--- config.mk ---
export PLATFORM = sky130hd
export DESIGN_NAME = pti_ctrl
export DESIGN_NICKNAME = d
export VERILOG_FILES = /design/src/rtl/core/pti_pkg.sv /design/src/rtl/core/pti_ctrl.sv
export SDC_FILE = /design/constraint.sdc
export NUM_CORES = 1
export LEC_CHECK = 0
export ABC_CLOCK_PERIOD_IN_PS = 3200
export BUFFER_PORTS_ARGS = -buffer_cell sky130_fd_sc_hd__buf_2
export CAP_MARGIN = 10
export CORE_AREA = 2 2 39 41
export DETAILED_ROUTE_END_ITERATION = 10
export DIE_AREA = 0 0 41 43
export PLACE_DENSITY_LB_ADDON = 0.05
export REMOVE_ABC_BUFFERS = 1
export SLEW_MARGIN = 10
export SYNTH_ARGS = -nofsm -noshare
export SYNTH_HDL_FRONTEND = slang
export SYNTH_SLANG_ARGS = --single-unit
export TNS_END_PERCENT = 5
--- constraint.sdc ---
create_clock -name clk -period 3.2 [get_ports clk]
set_input_delay 0.64 -clock clk [delete_from_list [all_inputs] [get_ports clk]]
set_output_delay 0.64 -clock clk [all_outputs]
set_load 0.05 [all_outputs]
--- src/rtl/core/pti_pkg.sv ---
package pti_pkg;

  localparam int NUM_JOINTS          = 4;
  localparam int DEFAULT_MAX_POINTS  = 64;
  localparam int DEFAULT_JOINT_COUNT = 4;

  localparam logic [1:0] MODE_LOAD   = 2'd0;
  localparam logic [1:0] MODE_COMMIT = 2'd1;
  localparam logic [1:0] MODE_QUERY  = 2'd2;

  localparam logic [1:0] REGION_START  = 2'd0;
  localparam logic [1:0] REGION_INTERP = 2'd1;
  localparam logic [1:0] REGION_LAST   = 2'd2;

  typedef struct packed {
    logic [1:0]         mode;
    logic [5:0]         point_index;
    logic [31:0]        point_offset;
    logic signed [31:0] point_joint0;
    logic signed [31:0] point_joint1;
    logic signed [31:0] point_joint2;
    logic signed [31:0] point_joint3;
    logic               last_point;
    logic [31:0]        event_time;
  } in_item_t;

  typedef struct packed {
    logic signed [31:0] out_joint0;
    logic signed [31:0] out_joint1;
    logic signed [31:0] out_joint2;
    logic signed [31:0] out_joint3;
    logic [1:0]         region;
  } out_item_t;

  typedef struct packed {
    logic        en;
    logic [1:0]  index;
    logic [31:0] data;
  } cfg_wr_t;

  typedef enum logic [2:0] {
    RD_HOLD,
    RD_LAST,
    RD_ZERO,
    RD_NEXT,
    RD_PREV
  } rd_sel_t;

  typedef enum logic [3:0] {
    S_IDLE,
    S_CHECK,
    S_LAST,
    S_SCAN,
    S_PREV,
    S_START,
    S_ARITH,
    S_FINISH,
    S_COPY,
    S_CEND
  } state_t;

  typedef struct packed {
    logic    latch;
    logic    cap_dt;
    rd_sel_t rd_sel;
    logic    hold_start;
    logic    hold_last;
    logic    take_t1;
    logic    take_t0;
    logic    arith_start;
    logic    take_arith;
    logic    emit;
    logic    commit_start;
    logic    copy_step;
    logic    commit_fin;
  } ctl_cmd_t;

  typedef struct packed {
    logic early;
    logic below;
    logic idx_zero;
    logic arith_done;
    logic copy_last;
    logic out_free;
    logic is_query;
  } ctl_sts_t;

endpackage

--- src/rtl/core/pti_ctrl.sv ---
module pti_ctrl (
  input  logic               clk,
  input  logic               rst,
  input  logic               item_valid,
  input  logic [1:0]         item_mode,
  output logic               item_ready,
  output pti_pkg::ctl_cmd_t  cmd,
  input  pti_pkg::ctl_sts_t  sts
);

  import pti_pkg::*;

  state_t state;
  state_t state_next;

  always_ff @(posedge clk) begin
    if (rst) begin
      state <= S_IDLE;
    end else begin
      state <= state_next;
    end
  end

  always_comb begin
    state_next = state;
    cmd        = '0;
    cmd.rd_sel = RD_HOLD;
    item_ready = 1'b0;
    unique case (state)
      S_IDLE: begin
        item_ready = 1'b1;
        if (item_valid) begin
          cmd.latch = 1'b1;
          if ((item_mode == MODE_COMMIT) || (item_mode == MODE_QUERY)) begin
            state_next = S_CHECK;
          end
        end
      end
      S_CHECK: begin
        cmd.cap_dt = 1'b1;
        if (sts.early) begin
          cmd.hold_start = 1'b1;
          state_next     = S_FINISH;
        end else begin
          cmd.rd_sel = RD_LAST;
          state_next = S_LAST;
        end
      end
      S_LAST: begin
        if (!sts.below) begin
          cmd.hold_last = 1'b1;
          state_next    = S_FINISH;
        end else begin
          cmd.rd_sel = RD_ZERO;
          state_next = S_SCAN;
        end
      end
      S_SCAN: begin
        if (sts.below) begin
          cmd.take_t1 = 1'b1;
          cmd.rd_sel  = RD_PREV;
          state_next  = S_PREV;
        end else begin
          cmd.rd_sel = RD_NEXT;
        end
      end
      S_PREV: begin
        cmd.take_t0 = 1'b1;
        state_next  = S_START;
      end
      S_START: begin
        cmd.arith_start = 1'b1;
        state_next      = S_ARITH;
      end
      S_ARITH: begin
        if (sts.arith_done) begin
          cmd.take_arith = 1'b1;
          state_next     = S_FINISH;
        end
      end
      S_FINISH: begin
        if (sts.is_query) begin
          if (sts.out_free) begin
            cmd.emit   = 1'b1;
            state_next = S_IDLE;
          end
        end else begin
          cmd.commit_start = 1'b1;
          state_next       = S_COPY;
        end
      end
      S_COPY: begin
        cmd.copy_step = 1'b1;
        if (sts.copy_last) begin
          state_next = S_CEND;
        end
      end
      S_CEND: begin
        cmd.commit_fin = 1'b1;
        state_next     = S_IDLE;
      end
      default: state_next = S_IDLE;
    endcase
  end

endmodule

==> out/metrics.cfg, run 1 <==
[worst_setup_path]
start_kind=flop
crit_type=flop to primary output
cp.arrival_ps=1800
endpoint_kind=primary output
crit_chain=nand2_1 -> or3_4 -> nor2_1 -> buf_2
cp_top_family=simple AND/OR/NAND/NOR gates
crit_slowest_cell=dfxtp_1
critPathMaxStageDelay_ps=620
r2r_cells=5
path_depth=4
crit_buf_inv=1
worst-endpoint-required_ps=2560
worstPathMaxFanout=15

[timing]
rsz0062_at_grt=no
fmax_mhz=410
fin_tns_setup_ps=0
setup_viol_count_final=0
min_period_over_period=0.763
whs_ps=597
tightestPinTransition_ps=501
slew_headroom=0.666
period_minus_slack_ps=2440
clock-skew-final_ps=4.92
finalHoldViolCount=0
slew_viol_final=0

[die]
core-area_sq_um=1380
rows=14
die_y_um=43
die_x_um=41
dieArea_sq_um=1760
io_pins=28
start_util=0.329

[global_routing]
grt-ovfl-total=0
grt_pass1_vias=382
grt_pass1_wl_mm=1.55
grt.total_usage=0.124
grt_antenna_before_repair=0
grt_max_degree=16

[clock_tree]
clk-insertion-delay-late_ps=230
cts_sinks=4
post_cts_buffers=0
htreeDepth=1
cts_hold_buf=0
cts_tree=done
clockRootBuffer=clkbuf_4
cts_buffers=3
cts_resized=0
clockBufferDepth=2
path_clk_slew_ps=40

[layout]
largest-register=state
layout.nets=98
multi_input_area_sq_um=335
drive_gt1_frac=0.405
final_common_cell=buf_2
antenna_cells=0
fill_cells=164
seqCellArea_sq_um=80.1
layout_common_cells=buf_2, nor2_1, nand2b_1, nor3_1
syn2layout_area_growth_pct=31.6
fin_util=0.433
reg_top3=state: 4 flops
largest_reg_flops=4

[run]
max_cap_violations=0

[hold_path]
holdPathStages=2
min_path_type=primary input to flop

[drt]
vias_per_cell=4.99
wl_per_cell_um=10.7
via_count=499
wl_mm=1.07
firstDrtPassIters=3
drt_iter0_drc=4
antenna_left=0
drc=0

[power_and_ir_drop]
pwr_density_cell_nw_per_um2=945
ir_worst_vdd_mv=0.468
p_leak_nw=0.312
power_uw=566

[logic_synthesis]
synth_cell_type_count=32
ys_ff_latch=4
syn_area_sq_um=455
async_flop_share=0
yosysWarnings=0
yosysSeqAreaShare=0.176
synth.avg_cell_area_sq_um=7.59
syn_inst=60
synth_ff_type=dfxtp_1
synth_edf_count=0

[placement]
hpwl_um=806
port-buffer-count=26
gp_congestion=0.716

[status]
outcome=finished clean

==> worst paths after layout <==
check,start,slack (ps),end
max,state[0]$_SDFFE_PP0P_,760,cmd[3]
min,rst,600,state[1]$_SDFFE_PP0P_
max reg2reg,state[0]$_SDFFE_PP0P_,1390,state[0]$_SDFFE_PP0P_
min reg2reg,state[1]$_SDFFE_PP0P_,670,state[1]$_SDFFE_PP0P_
==> logic make-up after synthesis <==
| kind of cell | synth area share |
|---|---|
| XOR/XNOR | 0.0385 |
| AO/OA/AOI/OAI | 0.278 |
| AND/OR/NAND/NOR | 0.420 |
| flip-flops | 0.176 |
| buffers and inverters | 0.0879 |
==> final cells by class <==
cell class / count / area share
inverters: 3 / 0.0188
clock buffers: 3 / 0.0376
repair buffers: 26 / 0.217
flip-flops and latches: 4 / 0.134
well taps: 16 / 0.0334
multi-input cells: 48 / 0.559
==> cell usage after synthesis, types with 2 or more instances <==
| master | count | share of area |
|---|---|---|
| and3_1 | 2 | 0.027 |
| inv_1 | 3 | 0.025 |
| xor2_1 | 2 | 0.038 |
| nor2b_1 | 2 | 0.027 |
| dfxtp_1 | 4 | 0.18 |
| nand2b_1 | 5 | 0.069 |
| a21oi_1 | 2 | 0.022 |
| buf_4 | 2 | 0.033 |
| nand2_1 | 4 | 0.033 |
| nor2_1 | 7 | 0.058 |
| nor3_1 | 5 | 0.055 |
| buf_2 | 2 | 0.022 |
==> per-stage QoR <==
step | std cells | cell area [sq um] | setup slack [ps]
after detailed placement | 97 | 577 | 985
final | 100 | 599 | 759
after CTS | 100 | 599 | 737
after global placement | 97 | 577 | 984
after floorplan | 55 | 427 | 412
after global routing | 100 | 599 | 620
==> layer usage <==
layer | wire length, um | vias to the layer above | global-route usage
met1 | 507 | 222 | 0.155
met4 | 0 | 0 | 0.0600
met2 | 510 | 13 | 0.197
met3 | 52 | 0 | 0.0157
li1 | - | 264 | -
met5 | 0 | - | 0
==> report_power, final <==
| part | internal [mW] | leakage [nW] | switching (mW) |
|---|---|---|---|
| Sequential | 0.0659 | 0.0329 | 0.0565 |
| Combinational | 0.129 | 0.266 | 0.254 |
| Clock | 0.0418 | 0.0138 | 0.0186 |
No activity file was read; power rests on OpenSTA's default activity.
==> inputs of run 2 (changes only) <==
--- a/config.mk
+++ b/config.mk
@@ -5,12 +5,12 @@
 export SDC_FILE = /design/constraint.sdc
 export NUM_CORES = 1
 export LEC_CHECK = 0
-export ABC_CLOCK_PERIOD_IN_PS = 3200
+export ABC_AREA = 1
+export ABC_CLOCK_PERIOD_IN_PS = 2150
 export BUFFER_PORTS_ARGS = -buffer_cell sky130_fd_sc_hd__buf_2
 export CAP_MARGIN = 10
-export CORE_AREA = 2 2 39 41
+export CORE_UTILIZATION = 37
 export DETAILED_ROUTE_END_ITERATION = 10
-export DIE_AREA = 0 0 41 43
 export PLACE_DENSITY_LB_ADDON = 0.05
 export REMOVE_ABC_BUFFERS = 1
 export SLEW_MARGIN = 10
==> constraint.sdc (replaced) <==
create_clock -name clk -period 2.15 [get_ports clk]
set_input_delay 0.43 -clock clk [delete_from_list [all_inputs] [get_ports clk]]
set_output_delay 0.43 -clock clk [all_outputs]
set_load 0.05 [all_outputs]
==> run 2 against run 1 <==
Worst setup slack got worse by 530 ps. Critical path depth grew 1. Non-clock buffer count stayed put. Die area down 17%. Worst hold slack got worse by 120 ps. Utilization grew 12 points. Clock skew down 4.6 ps. Sequential cell count stayed put. Cell area grew 8.4%. Synthesized area is 6.9% higher. Combinational power increased by 74%. Clock power is 44% higher.
==> out/metrics.cfg, run 2 <==
[die]
dieArea_sq_um=1460
die_y_um=38.3
rows=12
core-area_sq_um=1170
start_util=0.416
die_x_um=38.3
io_pins=28

[placement]
port-buffer-count=26
pre_cts_ws_ps=474
gp_congestion=0.857
hpwl_um=927

[hold_path]
min_path_type=primary input to flop
holdCritStartpoint=rst
hold_end=state[2]$_SDFFE_PP0P_
holdPathStages=4

[drt]
wl_mm=1.05
drt_iter0_drc=20
via_count=566
wl_per_cell_um=8.16
firstDrtPassIters=4
antenna_left=0
drc=0
vias_per_cell=4.39

[clock_tree]
cts_hold_buf=0
cts_resized=0
post_cts_buffers=0
path_clk_slew_ps=30
cts_sinks=4
htreeDepth=1
clockBufferDepth=2
clk-insertion-delay-late_ps=220
clockRootBuffer=clkbuf_4
cts_tree=done
cts_buffers=3

[logic_synthesis]
synth_cell_type_count=18
yosysSeqAreaShare=0.165
synth_area_leaders=dfxtp_1, nand2_1, inv_1
netlist.top_cell.by_area=dfxtp_1
syn_inst=87
synth_ff_type=dfxtp_1
syn_area_sq_um=487
ys_top_cells_by_count=nand2_1, inv_1, nor2_1
synth_edf_count=0
yosysMostFrequentCell=nand2_1
synth.top_cell.area_share=0.165
ys_ff_latch=4
async_flop_share=0
yosysWarnings=0
synth.avg_cell_area_sq_um=5.59

[power_and_ir_drop]
pwr_density_cell_nw_per_um2=1380
ir_worst_vdd_mv=0.937
p_leak_nw=0.432

[timing]
fin_tns_setup_ps=0
slew_headroom=0.797
rsz0062_at_grt=no
period_minus_slack_ps=1920
fin_ws_ps=229
tightestPinTransition_ps=304
min_period_over_period=0.894
finalHoldViolCount=0
fmax_mhz=520
whs_ps=482
setup_viol_count_final=0
clock-skew-final_ps=0.311
slew_viol_final=0

[worst_setup_path]
cp.arrival_ps=1490
reg2reg_from=state[3]$_SDFFE_PP0P_
reg2reg_to=state[0]$_SDFFE_PP0P_
worst-endpoint-required_ps=1720
start_kind=flop
worstPathMaxFanout=6
crit_type=flop to primary output
endpoint_kind=primary output
r2r_cells=7
rrSetupSlack_ps=910

[run]
max_cap_violations=0

[global_routing]
grt_pass1_vias=401
grt_max_degree=9
grt_pass1_wl_mm=1.64
grt_antenna_before_repair=0
grt-ovfl-total=0
grt.total_usage=0.164

[layout]
fill_cells=134
largest-register=state
layout.nets=129
largest_reg_flops=4
syn2layout_area_growth_pct=33.4
antenna_cells=0
drive_gt1_frac=0.435
reg_top3=state: 4 flops
layout_common_cells=buf_2, nand2_1, inv_1
final_common_cell=buf_2

[status]
outcome=finished clean

run 2: cell types whose count changed in the layout (fill, tap and decap cells not counted), sizes merged, moves of 2 or more:
cell    before  now
nor2         7   20
nor2b        2    0
nand3        0   11
xor2         2    0
nor3         5    2
nand2b       6    0
or3          2    0
nand2        4   22
inv          3   20
run 2: routing by layer:
layer,up-vias,global-route usage,share of wire,wire length [um]
li1,319,-,-,-
met1,232,0.228,0.48,508
met2,15,0.225,0.48,505
met3,0,0.0349,0.038,40
met4,0,0.107,0,0
met5,-,0,0,0
run 2: worst max-delay path: stages, from the launching register on:
cell and delay [ps]:
dfxtp_1 460, inv_2 70, nor2_4 140, inv_1 90, nor4_1 180, buf_2 310
run 2: per-stage QoR:
step	total power, mW	cell area [sq um]	util	std cells
after floorplan	0.683	479	-	86
after global placement	0.812	627	0.535	126
after detailed placement	0.814	627	0.535	126
after CTS	0.905	649	0.554	129
after global routing	0.970	649	0.554	129
final	0.896	649	0.554	129
run 2: logic make-up after synthesis:
logic type	synth area share
buffers and inverters	0.170
AO/OA/AOI/OAI	0.0463
flip-flops	0.165
AND/OR/NAND/NOR	0.620
run 2: where the power goes:
| part | internal, mW | total [mW] | leakage [nW] | switching (mW) |
|---|---|---|---|---|
| combinational | 0.176 | 0.668 | 0.385 | 0.493 |
| clock | 0.0620 | 0.0869 | 0.0138 | 0.0249 |
| sequential | 0.0997 | 0.140 | 0.0331 | 0.0407 |
| total | 0.337 | 0.896 | 0.432 | 0.558 |
run 2: how the worst max path moves through the flow:
stage                          start      to  slack, ps
5_1_grt        state[2]$_SDFFE_PP0P_  cmd[4]        100
4_1_cts        state[2]$_SDFFE_PP0P_  cmd[4]        220
3_5_place_dp   state[2]$_SDFFE_PP0P_  cmd[4]        470
3_3_place_gp   state[2]$_SDFFE_PP0P_  cmd[4]        470
2_1_floorplan  state[2]$_SDFFE_PP0P_  cmd[4]       -440
6_report       state[2]$_SDFFE_PP0P_  cmd[4]        230
run 2: layout make-up:
| type | count | area (sq um) | area share |
|---|---|---|---|
| Sequential cell | 4 | 80.1 | 0.123 |
| Clock buffer | 3 | 22.5 | 0.0347 |
| Multi-Input combinational cell | 62 | 324 | 0.499 |
| Tap cell | 14 | 17.5 | 0.0270 |
| Inverter | 20 | 75.1 | 0.116 |
| Timing Repair Buffer | 26 | 130 | 0.200 |
==> inputs of run 3 (changes only) <==
--- a/config.mk
+++ b/config.mk
@@ -6,11 +6,12 @@
 export NUM_CORES = 1
 export LEC_CHECK = 0
 export ABC_AREA = 1
-export ABC_CLOCK_PERIOD_IN_PS = 2150
+export ABC_CLOCK_PERIOD_IN_PS = 2100
 export BUFFER_PORTS_ARGS = -buffer_cell sky130_fd_sc_hd__buf_2
 export CAP_MARGIN = 10
-export CORE_UTILIZATION = 37
+export CORE_AREA = 2 2 39 41
 export DETAILED_ROUTE_END_ITERATION = 10
+export DIE_AREA = 0 0 41 43
 export PLACE_DENSITY_LB_ADDON = 0.05
 export REMOVE_ABC_BUFFERS = 1
 export SLEW_MARGIN = 10
==> constraint.sdc (replaced) <==
create_clock -name clk -period 2.1 [get_ports clk]
set_input_delay 0.42 -clock clk [delete_from_list [all_inputs] [get_ports clk]]
set_output_delay 0.42 -clock clk [all_outputs]
set_load 0.05 [all_outputs]
==> run 3 against run 2 <==
Non-clock buffer count unchanged. Clock power up 5.9%. Register-to-register slack worse by 60 ps. Critical endpoint unchanged. Highest routed layer unchanged. Clock skew up 1.2 ps. Routed wire length up 4.8%. Utilization down 8.3 points. Die area up 20%. First-iteration DRC count down 85%.
==> out/metrics.cfg, run 3 (same netlist as run 2, synthesis figures left out) <==
[status]
outcome=finished clean

[layout]
largest_reg_flops=4
syn2layout_area_growth_pct=33.9
final_common_cell=buf_2
layout.nets=129
drive_gt1_frac=0.435
antenna_cells=0
fin_util=0.471
post-route-cell-area_sq_um=652
fill_cells=157
reg_top3=state: 4 flops
largest-register=state
layout_common_cells=buf_2, nand2_1, inv_1

[timing]
min_period_over_period=0.896
fmax_mhz=531
slew_headroom=0.805
tightestPinTransition_ps=293
rsz0062_at_grt=no
setup_viol_count_final=0
whs_ps=469
period_minus_slack_ps=1880
clock-skew-final_ps=1.47
slew_viol_final=0
finalHoldViolCount=0

[die]
dieArea_sq_um=1760
die_y_um=43
io_pins=28
start_util=0.352
rows=14
core-area_sq_um=1380
die_x_um=41

[global_routing]
grt.total_usage=0.132
grt_antenna_before_repair=0
grt_max_degree=9
grt_pass1_vias=413
grt_pass1_wl_mm=1.63
grt-ovfl-total=0

[clock_tree]
post_cts_buffers=0
clk-insertion-delay-late_ps=230
cts_tree=done
htreeDepth=1
clockRootBuffer=clkbuf_4
cts_buffers=3
cts_resized=0
path_clk_slew_ps=40
clockBufferDepth=2
cts_sinks=4
cts_hold_buf=0

[worst_setup_path]
crit_type=flop to primary output
reg2reg_from=state[0]$_SDFFE_PP0P_
endpoint_kind=primary output
worstSetupStartpoint=state[2]$_SDFFE_PP0P_
cp.arrival_ps=1460
worst-endpoint-required_ps=1680
worstPathMaxFanout=6
start_kind=flop

[drt]
wl_mm=1.10
via_count=573
vias_per_cell=4.37
drc=0
wl_per_cell_um=8.43
firstDrtPassIters=4
antenna_left=0
drt_iter0_drc=3

[hold_path]
holdCritStartpoint=rst
min_path_type=primary input to flop

[placement]
port-buffer-count=26
hpwl_um=968
gp_congestion=0.821
place_area_sq_um=629

[power_and_ir_drop]
ir_worst_vdd_mv=0.596
p_leak_nw=0.432
pwr_density_cell_nw_per_um2=1410

[run]
max_cap_violations=0

run 3: cell counts in the layout (fill, tap and decap cells not counted):
Identical to the previous run, type by type.
run 3: stage by stage:
step / setup TNS (ps) / total power, mW / setup slack, ps / instances
2_1_floorplan: -998 / 0.699 / -482 / 86
3_3_place_gp: 0 / 0.833 / 402 / 128
3_5_place_dp: 0 / 0.833 / 450 / 128
4_1_cts: 0 / 0.932 / 187 / 131
5_1_grt: 0 / 1.01 / 66.5 / 131
6_report: 0 / 0.919 / 217 / 131
run 3: worst paths after layout:
path	depth (start not counted)	slack, ps	to
max	5	220	cmd[4]
min	4	470	state[2]$_SDFFE_PP0P_
max reg2reg	8	850	state[0]$_SDFFE_PP0P_
min reg2reg	2	610	state[2]$_SDFFE_PP0P_
run 3: area by class of cell:
cell class	count	area, sq um	area share
clock buffers	3	22.5	0.0345
flip-flops and latches	4	80.1	0.123
inverters	20	75.1	0.115
repair buffers	26	130	0.200
well taps	16	20.0	0.0307
multi-input cells	62	324	0.497
run 3: power breakdown:
group          internal, mW  switching [mW]
Combinational         0.180           0.504
Clock                0.0637          0.0282
Sequential            0.102          0.0410
run 3: worst max-delay path, stage by stage, from the launching register on:
cell	delay [ps]
dfxtp_1	460
inv_2	70
nor2_4	150
inv_1	100
nor4_1	150
buf_2	300
run 3: per-layer routing:
layer	GRT usage	vias to the layer above	share of wire
met5	0	-	0
met4	0.0600	0	0
met3	0.0157	0	0.087
met2	0.194	20	0.45
met1	0.183	232	0.46
li1	-	321	-
